--- src/rtl/core/rfd_pkg.sv ---
// ----------------------------------------------------------------------------
// rfd_pkg
// shared constants and types of the reply frame deframer
// ----------------------------------------------------------------------------
`default_nettype none

package rfd_pkg;

    localparam int unsigned MAX_FRAME = 64;
    localparam int unsigned WIN_DEPTH = 64;
    localparam int unsigned WIN_AW    = $clog2(WIN_DEPTH);
    localparam int unsigned FILL_W    = WIN_AW + 1;
    localparam int unsigned SIZE_W    = 9;
    localparam int unsigned IDX_W     = FILL_W;

    localparam logic [7:0]        START_BYTE = 8'h55;
    localparam logic [7:0]        TRAIL_0    = 8'hEB;
    localparam logic [7:0]        TRAIL_1    = 8'hAA;
    localparam logic [SIZE_W-1:0] MIN_FRAME  = SIZE_W'(6);
    localparam logic [SIZE_W-1:0] MAX_SIZE   = SIZE_W'(MAX_FRAME);
    localparam logic [SIZE_W-1:0] HDR_TRL    = SIZE_W'(4);

    typedef enum logic [8:0] {
        ST_IDLE  = 9'b000000001,
        ST_ISSUE = 9'b000000010,
        ST_START = 9'b000000100,
        ST_LEN   = 9'b000001000,
        ST_TR0   = 9'b000010000,
        ST_TR1   = 9'b000100000,
        ST_SUM   = 9'b001000000,
        ST_ERD   = 9'b010000000,
        ST_ELD   = 9'b100000000
    } t_state;

    typedef struct packed {
        logic              we;
        logic [WIN_AW-1:0] waddr;
        logic [7:0]        wdata;
        logic              re;
        logic [WIN_AW-1:0] raddr;
    } t_mem_req;

    typedef struct packed {
        logic       load;
        logic [7:0] data;
        logic       last;
    } t_emit;

endpackage

`default_nettype wire

--- src/rtl/core/rfd_if.sv ---
// ----------------------------------------------------------------------------
// rfd_if
// valid/ready channels for received bytes and frame bytes
// ----------------------------------------------------------------------------
`default_nettype none

interface rfd_rx_if;
    logic       valid;
    logic       ready;
    logic [7:0] rx_byte;

    modport source (output valid, output rx_byte, input ready);
    modport sink   (input valid, input rx_byte, output ready);
endinterface

interface rfd_frame_if;
    logic       valid;
    logic       ready;
    logic [7:0] frame_byte;
    logic       frame_last;

    modport source (output valid, output frame_byte, output frame_last, input ready);
    modport sink   (input valid, input frame_byte, input frame_last, output ready);
endinterface

`default_nettype wire

--- src/rtl/core/rfd_ram.sv ---
// ----------------------------------------------------------------------------
// rfd_ram
// generic single write port ram with registered read
// ----------------------------------------------------------------------------
`default_nettype none

module rfd_ram #(
    parameter int unsigned WIDTH = 8,
    parameter int unsigned DEPTH = 64
) (
    input  wire logic                     i_clk,
    input  wire logic                     i_we,
    input  wire logic [$clog2(DEPTH)-1:0] i_waddr,
    input  wire logic [WIDTH-1:0]         i_wdata,
    input  wire logic                     i_re,
    input  wire logic [$clog2(DEPTH)-1:0] i_raddr,
    output logic      [WIDTH-1:0]         o_rdata
);

    logic [WIDTH-1:0] r_mem [DEPTH];
    logic [WIDTH-1:0] r_rdata;

    always_ff @(posedge i_clk) begin
        if (i_we) begin
            r_mem[i_waddr] <= i_wdata;
        end
        if (i_re) begin
            r_rdata <= r_mem[i_raddr];
        end
    end

    assign o_rdata = r_rdata;

endmodule

`default_nettype wire

--- src/rtl/core/rfd_ctrl.sv ---
// ----------------------------------------------------------------------------
// rfd_ctrl
// window bookkeeping and scan sequencer over the window ram read port
// ----------------------------------------------------------------------------
`default_nettype none

module rfd_ctrl
    import rfd_pkg::*;
(
    input  wire logic       i_clk,
    input  wire logic       i_rst_n,
    input  wire logic       i_in_valid,
    input  wire logic [7:0] i_rx_byte,
    output logic            o_in_ready,
    input  wire logic [7:0] i_rdata,
    output t_mem_req        o_mem,
    input  wire logic       i_emit_free,
    output t_emit           o_emit
);

    t_state              r_state, n_state;
    logic [WIN_AW-1:0]   r_head, n_head;
    logic [FILL_W-1:0]   r_fill, n_fill;
    logic [SIZE_W-1:0]   r_size, n_size;
    logic [IDX_W-1:0]    r_idx, n_idx;
    logic [7:0]          r_sum, n_sum;
    logic [WIN_AW-1:0]   w_off;
    logic [SIZE_W-1:0]   w_len_size;
    logic [SIZE_W-1:0]   w_fill_ext;
    logic [SIZE_W-1:0]   w_idx_ext;
    logic                w_accept;

    assign w_accept   = i_in_valid && (r_state == ST_IDLE);
    assign w_len_size = SIZE_W'(i_rdata) + HDR_TRL;
    assign w_fill_ext = SIZE_W'(r_fill);
    assign w_idx_ext  = SIZE_W'(r_idx);

    always_comb begin
        n_state     = r_state;
        n_head      = r_head;
        n_fill      = r_fill;
        n_size      = r_size;
        n_idx       = r_idx;
        n_sum       = r_sum;
        w_off       = '0;
        o_mem.re    = 1'b0;
        o_emit.load = 1'b0;
        o_emit.data = i_rdata;
        o_emit.last = (w_idx_ext == r_size - SIZE_W'(1));

        unique case (r_state)
            ST_IDLE: begin
                if (w_accept) begin
                    if (r_fill == FILL_W'(WIN_DEPTH)) begin
                        n_head = r_head + WIN_AW'(1);
                    end else begin
                        n_fill = r_fill + FILL_W'(1);
                    end
                    n_state = ST_ISSUE;
                end
            end
            ST_ISSUE: begin
                if (r_fill == '0) begin
                    n_state = ST_IDLE;
                end else begin
                    o_mem.re = 1'b1;
                    n_state  = ST_START;
                end
            end
            ST_START: begin
                if (i_rdata != START_BYTE) begin
                    n_head  = r_head + WIN_AW'(1);
                    n_fill  = r_fill - FILL_W'(1);
                    n_state = ST_ISSUE;
                end else if (r_fill < FILL_W'(2)) begin
                    n_state = ST_IDLE;
                end else begin
                    w_off    = WIN_AW'(1);
                    o_mem.re = 1'b1;
                    n_state  = ST_LEN;
                end
            end
            ST_LEN: begin
                n_size = w_len_size;
                if (w_len_size < MIN_FRAME || w_len_size > MAX_SIZE) begin
                    n_head  = r_head + WIN_AW'(1);
                    n_fill  = r_fill - FILL_W'(1);
                    n_state = ST_ISSUE;
                end else if (w_fill_ext < w_len_size) begin
                    n_state = ST_IDLE;
                end else begin
                    w_off    = WIN_AW'(w_len_size - SIZE_W'(2));
                    o_mem.re = 1'b1;
                    n_state  = ST_TR0;
                end
            end
            ST_TR0: begin
                if (i_rdata != TRAIL_0) begin
                    n_head  = r_head + WIN_AW'(1);
                    n_fill  = r_fill - FILL_W'(1);
                    n_state = ST_ISSUE;
                end else begin
                    w_off    = WIN_AW'(r_size - SIZE_W'(1));
                    o_mem.re = 1'b1;
                    n_state  = ST_TR1;
                end
            end
            ST_TR1: begin
                if (i_rdata != TRAIL_1) begin
                    n_head  = r_head + WIN_AW'(1);
                    n_fill  = r_fill - FILL_W'(1);
                    n_state = ST_ISSUE;
                end else begin
                    n_sum    = '0;
                    n_idx    = IDX_W'(2);
                    w_off    = WIN_AW'(2);
                    o_mem.re = 1'b1;
                    n_state  = ST_SUM;
                end
            end
            ST_SUM: begin
                if (w_idx_ext == r_size - SIZE_W'(3)) begin
                    if (r_sum != i_rdata) begin
                        n_head  = r_head + WIN_AW'(1);
                        n_fill  = r_fill - FILL_W'(1);
                        n_state = ST_ISSUE;
                    end else begin
                        n_idx   = '0;
                        n_state = ST_ERD;
                    end
                end else begin
                    n_sum    = r_sum + i_rdata;
                    n_idx    = r_idx + IDX_W'(1);
                    w_off    = WIN_AW'(r_idx + IDX_W'(1));
                    o_mem.re = 1'b1;
                end
            end
            ST_ERD: begin
                if (i_emit_free) begin
                    w_off    = WIN_AW'(r_idx);
                    o_mem.re = 1'b1;
                    n_state  = ST_ELD;
                end
            end
            ST_ELD: begin
                o_emit.load = 1'b1;
                if (o_emit.last) begin
                    n_head  = r_head + WIN_AW'(r_size);
                    n_fill  = r_fill - FILL_W'(r_size);
                    n_state = ST_ISSUE;
                end else begin
                    n_idx   = r_idx + IDX_W'(1);
                    n_state = ST_ERD;
                end
            end
            default: begin
                n_state = ST_IDLE;
            end
        endcase

        o_mem.raddr = r_head + w_off;
        o_mem.we    = w_accept;
        o_mem.waddr = r_head + r_fill[WIN_AW-1:0];
        o_mem.wdata = i_rx_byte;
    end

    assign o_in_ready = (r_state == ST_IDLE);

    always_ff @(posedge i_clk) begin
        if (!i_rst_n) begin
            r_state <= ST_IDLE;
            r_head  <= '0;
            r_fill  <= '0;
        end else begin
            r_state <= n_state;
            r_head  <= n_head;
            r_fill  <= n_fill;
        end
    end

    always_ff @(posedge i_clk) begin
        r_size <= n_size;
        r_idx  <= n_idx;
        r_sum  <= n_sum;
    end

endmodule

`default_nettype wire

--- src/rtl/core/reply_frame_deframer_top.sv ---
// ----------------------------------------------------------------------------
// reply_frame_deframer_top
// finds and forwards checksummed, length prefixed reply frames in a byte stream
// ----------------------------------------------------------------------------
// Each received byte is appended to a 64-byte window held in a single-port-read
// RAM, after which a sequencer rescans the window from its oldest byte and the
// receive channel stays not ready until the scan has finished. A frame is 0x55,
// a length L, L body bytes whose last is the 8-bit sum of the others, then
// 0xEB 0xAA; a valid frame is sent out byte by byte with frame_last on its
// final byte, and a failing candidate costs one dropped byte. The scan is paced
// by the one window read port: it checks the start byte, reads the length, checks
// both trailer bytes, sums the body for the checksum, then reads each frame byte
// for the output register, waiting while the output is stalled. The window needs
// no clearing after reset; it is usable from the first cycle.
// ----------------------------------------------------------------------------
`default_nettype none

module reply_frame_deframer_top
    import rfd_pkg::*;
(
    input  wire logic   i_clk,
    input  wire logic   i_rst_n,
    rfd_rx_if.sink      i_rx,
    rfd_frame_if.source o_frame
);

    t_mem_req   w_mem;
    t_emit      w_emit;
    logic [7:0] w_rdata;
    logic       w_free;
    logic       r_out_valid;
    logic [7:0] r_out_byte;
    logic       r_out_last;

    assign w_free = !r_out_valid || o_frame.ready;

    rfd_ctrl u_ctrl (
        .i_clk       (i_clk),
        .i_rst_n     (i_rst_n),
        .i_in_valid  (i_rx.valid),
        .i_rx_byte   (i_rx.rx_byte),
        .o_in_ready  (i_rx.ready),
        .i_rdata     (w_rdata),
        .o_mem       (w_mem),
        .i_emit_free (w_free),
        .o_emit      (w_emit)
    );

    rfd_ram #(
        .WIDTH (8),
        .DEPTH (WIN_DEPTH)
    ) u_window (
        .i_clk   (i_clk),
        .i_we    (w_mem.we),
        .i_waddr (w_mem.waddr),
        .i_wdata (w_mem.wdata),
        .i_re    (w_mem.re),
        .i_raddr (w_mem.raddr),
        .o_rdata (w_rdata)
    );

    always_ff @(posedge i_clk) begin
        if (!i_rst_n) begin
            r_out_valid <= 1'b0;
        end else if (w_emit.load) begin
            r_out_valid <= 1'b1;
        end else if (o_frame.ready) begin
            r_out_valid <= 1'b0;
        end
    end

    always_ff @(posedge i_clk) begin
        if (w_emit.load) begin
            r_out_byte <= w_emit.data;
            r_out_last <= w_emit.last;
        end
    end

    assign o_frame.valid      = r_out_valid;
    assign o_frame.frame_byte = r_out_byte;
    assign o_frame.frame_last = r_out_last;

endmodule

`default_nettype wire

--- src/flat_wrapper.sv ---
// flat-port wrapper written by rule: the top's interface ports become plain ports
module reply_frame_deframer_top_flat import rfd_pkg::*;
  (i_clk, i_rst_n, i_rx_valid, i_rx_rx_byte, i_rx_ready, o_frame_valid, o_frame_frame_byte, o_frame_frame_last, o_frame_ready);
  rfd_rx_if i_rx_i ();
  rfd_frame_if o_frame_i ();
  input  wire logic i_clk;
  input  wire logic i_rst_n;
  input wire logic [$bits(i_rx_i.valid)-1:0] i_rx_valid;
  input wire logic [$bits(i_rx_i.rx_byte)-1:0] i_rx_rx_byte;
  output wire logic [$bits(i_rx_i.ready)-1:0] i_rx_ready;
  output wire logic [$bits(o_frame_i.valid)-1:0] o_frame_valid;
  output wire logic [$bits(o_frame_i.frame_byte)-1:0] o_frame_frame_byte;
  output wire logic [$bits(o_frame_i.frame_last)-1:0] o_frame_frame_last;
  input wire logic [$bits(o_frame_i.ready)-1:0] o_frame_ready;
  assign i_rx_i.valid = i_rx_valid;
  assign i_rx_i.rx_byte = i_rx_rx_byte;
  assign i_rx_ready = i_rx_i.ready;
  assign o_frame_valid = o_frame_i.valid;
  assign o_frame_frame_byte = o_frame_i.frame_byte;
  assign o_frame_frame_last = o_frame_i.frame_last;
  assign o_frame_i.ready = o_frame_ready;
  reply_frame_deframer_top u_core (.i_clk(i_clk), .i_rst_n(i_rst_n), .i_rx(i_rx_i), .o_frame(o_frame_i));
endmodule
--- config.mk ---
export PLATFORM = sky130hd
export DESIGN_NAME = reply_frame_deframer_top_flat
export DESIGN_NICKNAME = d
export VERILOG_FILES = /design/src/rtl/core/rfd_pkg.sv /design/src/rtl/core/rfd_if.sv /design/src/rtl/core/rfd_ram.sv /design/src/rtl/core/rfd_ctrl.sv /design/src/rtl/core/reply_frame_deframer_top.sv /design/src/flat_wrapper.sv
export SDC_FILE = /design/constraint.sdc
export NUM_CORES = 1
export LEC_CHECK = 0
export BUFFER_PORTS_ARGS = -buffer_cell sky130_fd_sc_hd__buf_2
export CAP_MARGIN = 20
export CORE_MARGIN = 4
export CORE_UTILIZATION = 35
export CTS_CLUSTER_DIAMETER = 30
export CTS_CLUSTER_SIZE = 16
export DETAILED_ROUTE_END_ITERATION = 10
export PLACE_DENSITY_LB_ADDON = 0.1
export SLEW_MARGIN = 20
export SYNTH_ARGS = -nofsm -noshare
export SYNTH_HDL_FRONTEND = slang
export SYNTH_SLANG_ARGS = --single-unit
--- constraint.sdc ---
create_clock -name i_clk -period 6.3 [get_ports i_clk]
set_input_delay 1.575 -clock i_clk [delete_from_list [all_inputs] [get_ports i_clk]]
set_output_delay 1.575 -clock i_clk [all_outputs]
set_load 0.05 [all_outputs]
==> impl_metrics.tcl <==
set metrics [dict create \
    cts_resized 0 \
    synth_ff_type "edfxtp_1" \
    fill_cells 6042 \
    maxCapViolations 0 \
    skew_ns 0.0263 \
    cts-buffers-inserted 136 \
    netlist_instances 1346 \
    drive_gt1_frac 0.295 \
    core_area_sq_mm 0.0692 \
    io_buffers 22 \
    place.gp.congestion 0.791 \
    worst_setup_path_start_kind "flop" \
    ant_nets 0 \
    area_growth_pct 24.9 \
    cts.sinks 576 \
    period_share 0.917 \
    syn_nets 1404 \
    yosys_warnings 0 \
    p_leak_uw 0.0101 \
    post-cts-setup-buffers 0 \
    avgSynthCellArea_sq_um 18.3 \
    sw_frac_of_total 0.211 \
    max_slew_margin 0.260 \
    ir_drop_v 0.000252 \
    synthDistinctLibCells 64 \
    min-delay-path-class "reg -> reg" \
    period_needed_ns 5.78 \
    crit_type "reg -> reg" \
    synthArstFlopShare 0 \
    tritoncts "done" \
    synth_edf_count 553 \
    firstDrtPassIters 4 \
    switching_power_uw 2420 \
    fmax_ghz 0.173 \
    crit_arrival_ns 6.14 \
    crit_fanout 72 \
    initial_core_util 0.356 \
    die_h_um 273 \
    rsz0062_at_grt "no" \
    synth.most_common_cell "edfxtp_1" \
    die_w_um 273 \
    end_kind "flop" \
    track_usage 0.178 \
    hold_viol 0 \
    path_clk_slew_ns 0.04 \
    antenna_found_initial 1 \
    worstMarginPinSlew_ns 1.11 \
    drt-vias-per-instance 5.19 \
    num_rows 96 \
    post-dp-hpwl_um 40100 \
    finalWorstSetupSlack_ns 0.523 \
    drcViolationCount 0 \
    drt_wl_total_um 64800 \
    grt_pass1_vias 13800 \
    clkPwrFrac 0.603 \
    fin_setup_tns_ns 0 \
    synth_top_area_frac 0.675 \
    synthTopCellsByCount "edfxtp_1, mux4_2, nor2_1" \
    drt_iter0_drc 1013 \
    ys_ff_latch 576 \
    via_count 13200 \
    pwr_density_cell_mw_per_mm2 374 \
    holdWs_ns 0.532 \
    final-setup-viol-count 0 \
    gr-total-overflow 0 \
    cts-root-buf "clkbuf_16" \
    clock_latency_ns 0.69 \
    syn_area_sq_mm 0.0246 \
    drv_slew 0 \
    yosys.area.top_type "edfxtp_1" \
    finalNonFillerCells 2533 \
    synth_seq_area_share 0.694 \
    status "finished, final reports clean" \
    fin_nets 1551 \
    ios 23 \
    comb_power_share 0.026 \
    seqPwrFrac 0.371 \
    fp.dieArea_sq_mm 0.0746 \
    pre_cts_slack_ns 0.414 \
    placed_cells 2284 \
    ctsHoldBuffers 0 \
    internal-power_uw 9060 \
    htree_num_levels 4 \
    post_drt_wl_per_cell_um 25.6 \
    num_antenna_cells 0 \
    ys_top_cells_by_area "edfxtp_1, mux4_2, ha_1" \
    grt_max_degree 73 \
    grt_pass1_wl_um 95200 \
    clock_path_buffers 3 \
    worstPathRequired_ns 6.67 \
]
[final cells by class]
cell class	instances	area, sq um	share of cell area
Timing Repair Buffer	68	536	0.0174
Inverter	26	97.6	0.00318
Sequential cell	576	17100	0.555
Clock inverter	83	982	0.0320
Tap cell	931	1160	0.0379
Clock buffer	164	3610	0.118
Multi-Input combinational cell	685	7270	0.237
[metrics by stage]
step	instance area [sq um]	util	power, uW
after floorplan	24600	-	4480
after global placement	26000	0.376	4620
after detailed placement	26100	0.377	4630
after CTS	30700	0.444	11600
after global routing	30700	0.444	11900
final	30700	0.444	11500
[worst paths after layout]
kind,startpoint,end,slack (ns),cells after the start
max,u_core.u_window.o_rdata[3]$_DFFE_PP_,u_core.u_window.o_rdata[2]$_DFFE_PP_,0.52,13
min,u_core.u_ctrl.r_head[5]$_SDFFE_PN0P_,u_core.u_ctrl.r_head[5]$_SDFFE_PN0P_,0.53,2
max reg2reg,u_core.u_window.o_rdata[3]$_DFFE_PP_,u_core.u_window.o_rdata[2]$_DFFE_PP_,0.52,13
min reg2reg,u_core.u_ctrl.r_head[5]$_SDFFE_PN0P_,u_core.u_ctrl.r_head[5]$_SDFFE_PN0P_,0.53,2
[power groups by stage]
stage | clock network (uW) | registers [uW] | logic (uW)
floorplan | 0 | 4320 | 162
global placement | 0 | 4330 | 295
detailed placement | 0 | 4330 | 300
CTS | 7050 | 4260 | 300
global route | 7290 | 4260 | 326
finish | 6920 | 4260 | 296
[layer usage]
metal  global-route usage  part of all wire  vias up
met1                0.234              0.43     6937
met4               0.0527             0.017        0
li1                     -                 -     5783
met5                    0                 0        -
met3               0.0435             0.054       84
met2                0.293              0.50      353
[flip-flops by register name (all words and copies together) (netlist names)]
register                   count
u_core.o_frame.valid           1
u_core.u_ctrl.r_idx            7
u_core.u_ctrl.r_fill           7
u_core.u_ctrl.r_head           6
u_core.o_frame.frame_byte      8
u_core.u_ctrl.r_state          9
u_core.u_window.r_mem        512
u_core.u_window.o_rdata        8
u_core.u_ctrl.r_sum            8
u_core.u_ctrl.r_size           9
u_core.o_frame.frame_last      1
[kinds of logic (layout without fill, tap and decap cells)]
group,after synthesis,count (layout),synth area share
flops,576,576,0.694
buf+inv,85,341,0.0144
mux,190,190,0.159
simple gates,277,277,0.0545
xor+xnor,65,65,0.0239
fa+ha+maj,46,46,0.0249
compound gates,107,107,0.0298
[critical path, stage by stage (launching register included)]
cell and delay (ns):
edfxtp_1 0.53, ha_1 0.49, nor4b_1 0.26, a31oi_1 0.08
or3b_1 0.42, a2111oi_4 0.54, nand2_4 0.15, o21ai_0 0.45
fa_4 0.77, buf_12 0.26, mux4_2 0.37, mux4_2 0.48
mux2i_1 0.35, mux2i_1 0.24
[cells in the final DEF, fill, tap and decap left out, types with 22 or more instances in the layout]
cell type,Yosys,routed
a21oi_1,33,33
buf_4,1,41
clkbuf_16,0,139
clkinv_1,1,22
dfxtp_1,23,23
edfxtp_1,553,553
ha_1,41,40
inv_1,25,25
mux2i_1,29,29
mux4_2,160,160
nand2_1,37,37
nand3_1,24,24
nor2_1,122,104
xnor2_1,39,37
xor2_1,25,25
Note: power is estimated with default switching activity, not from simulation.
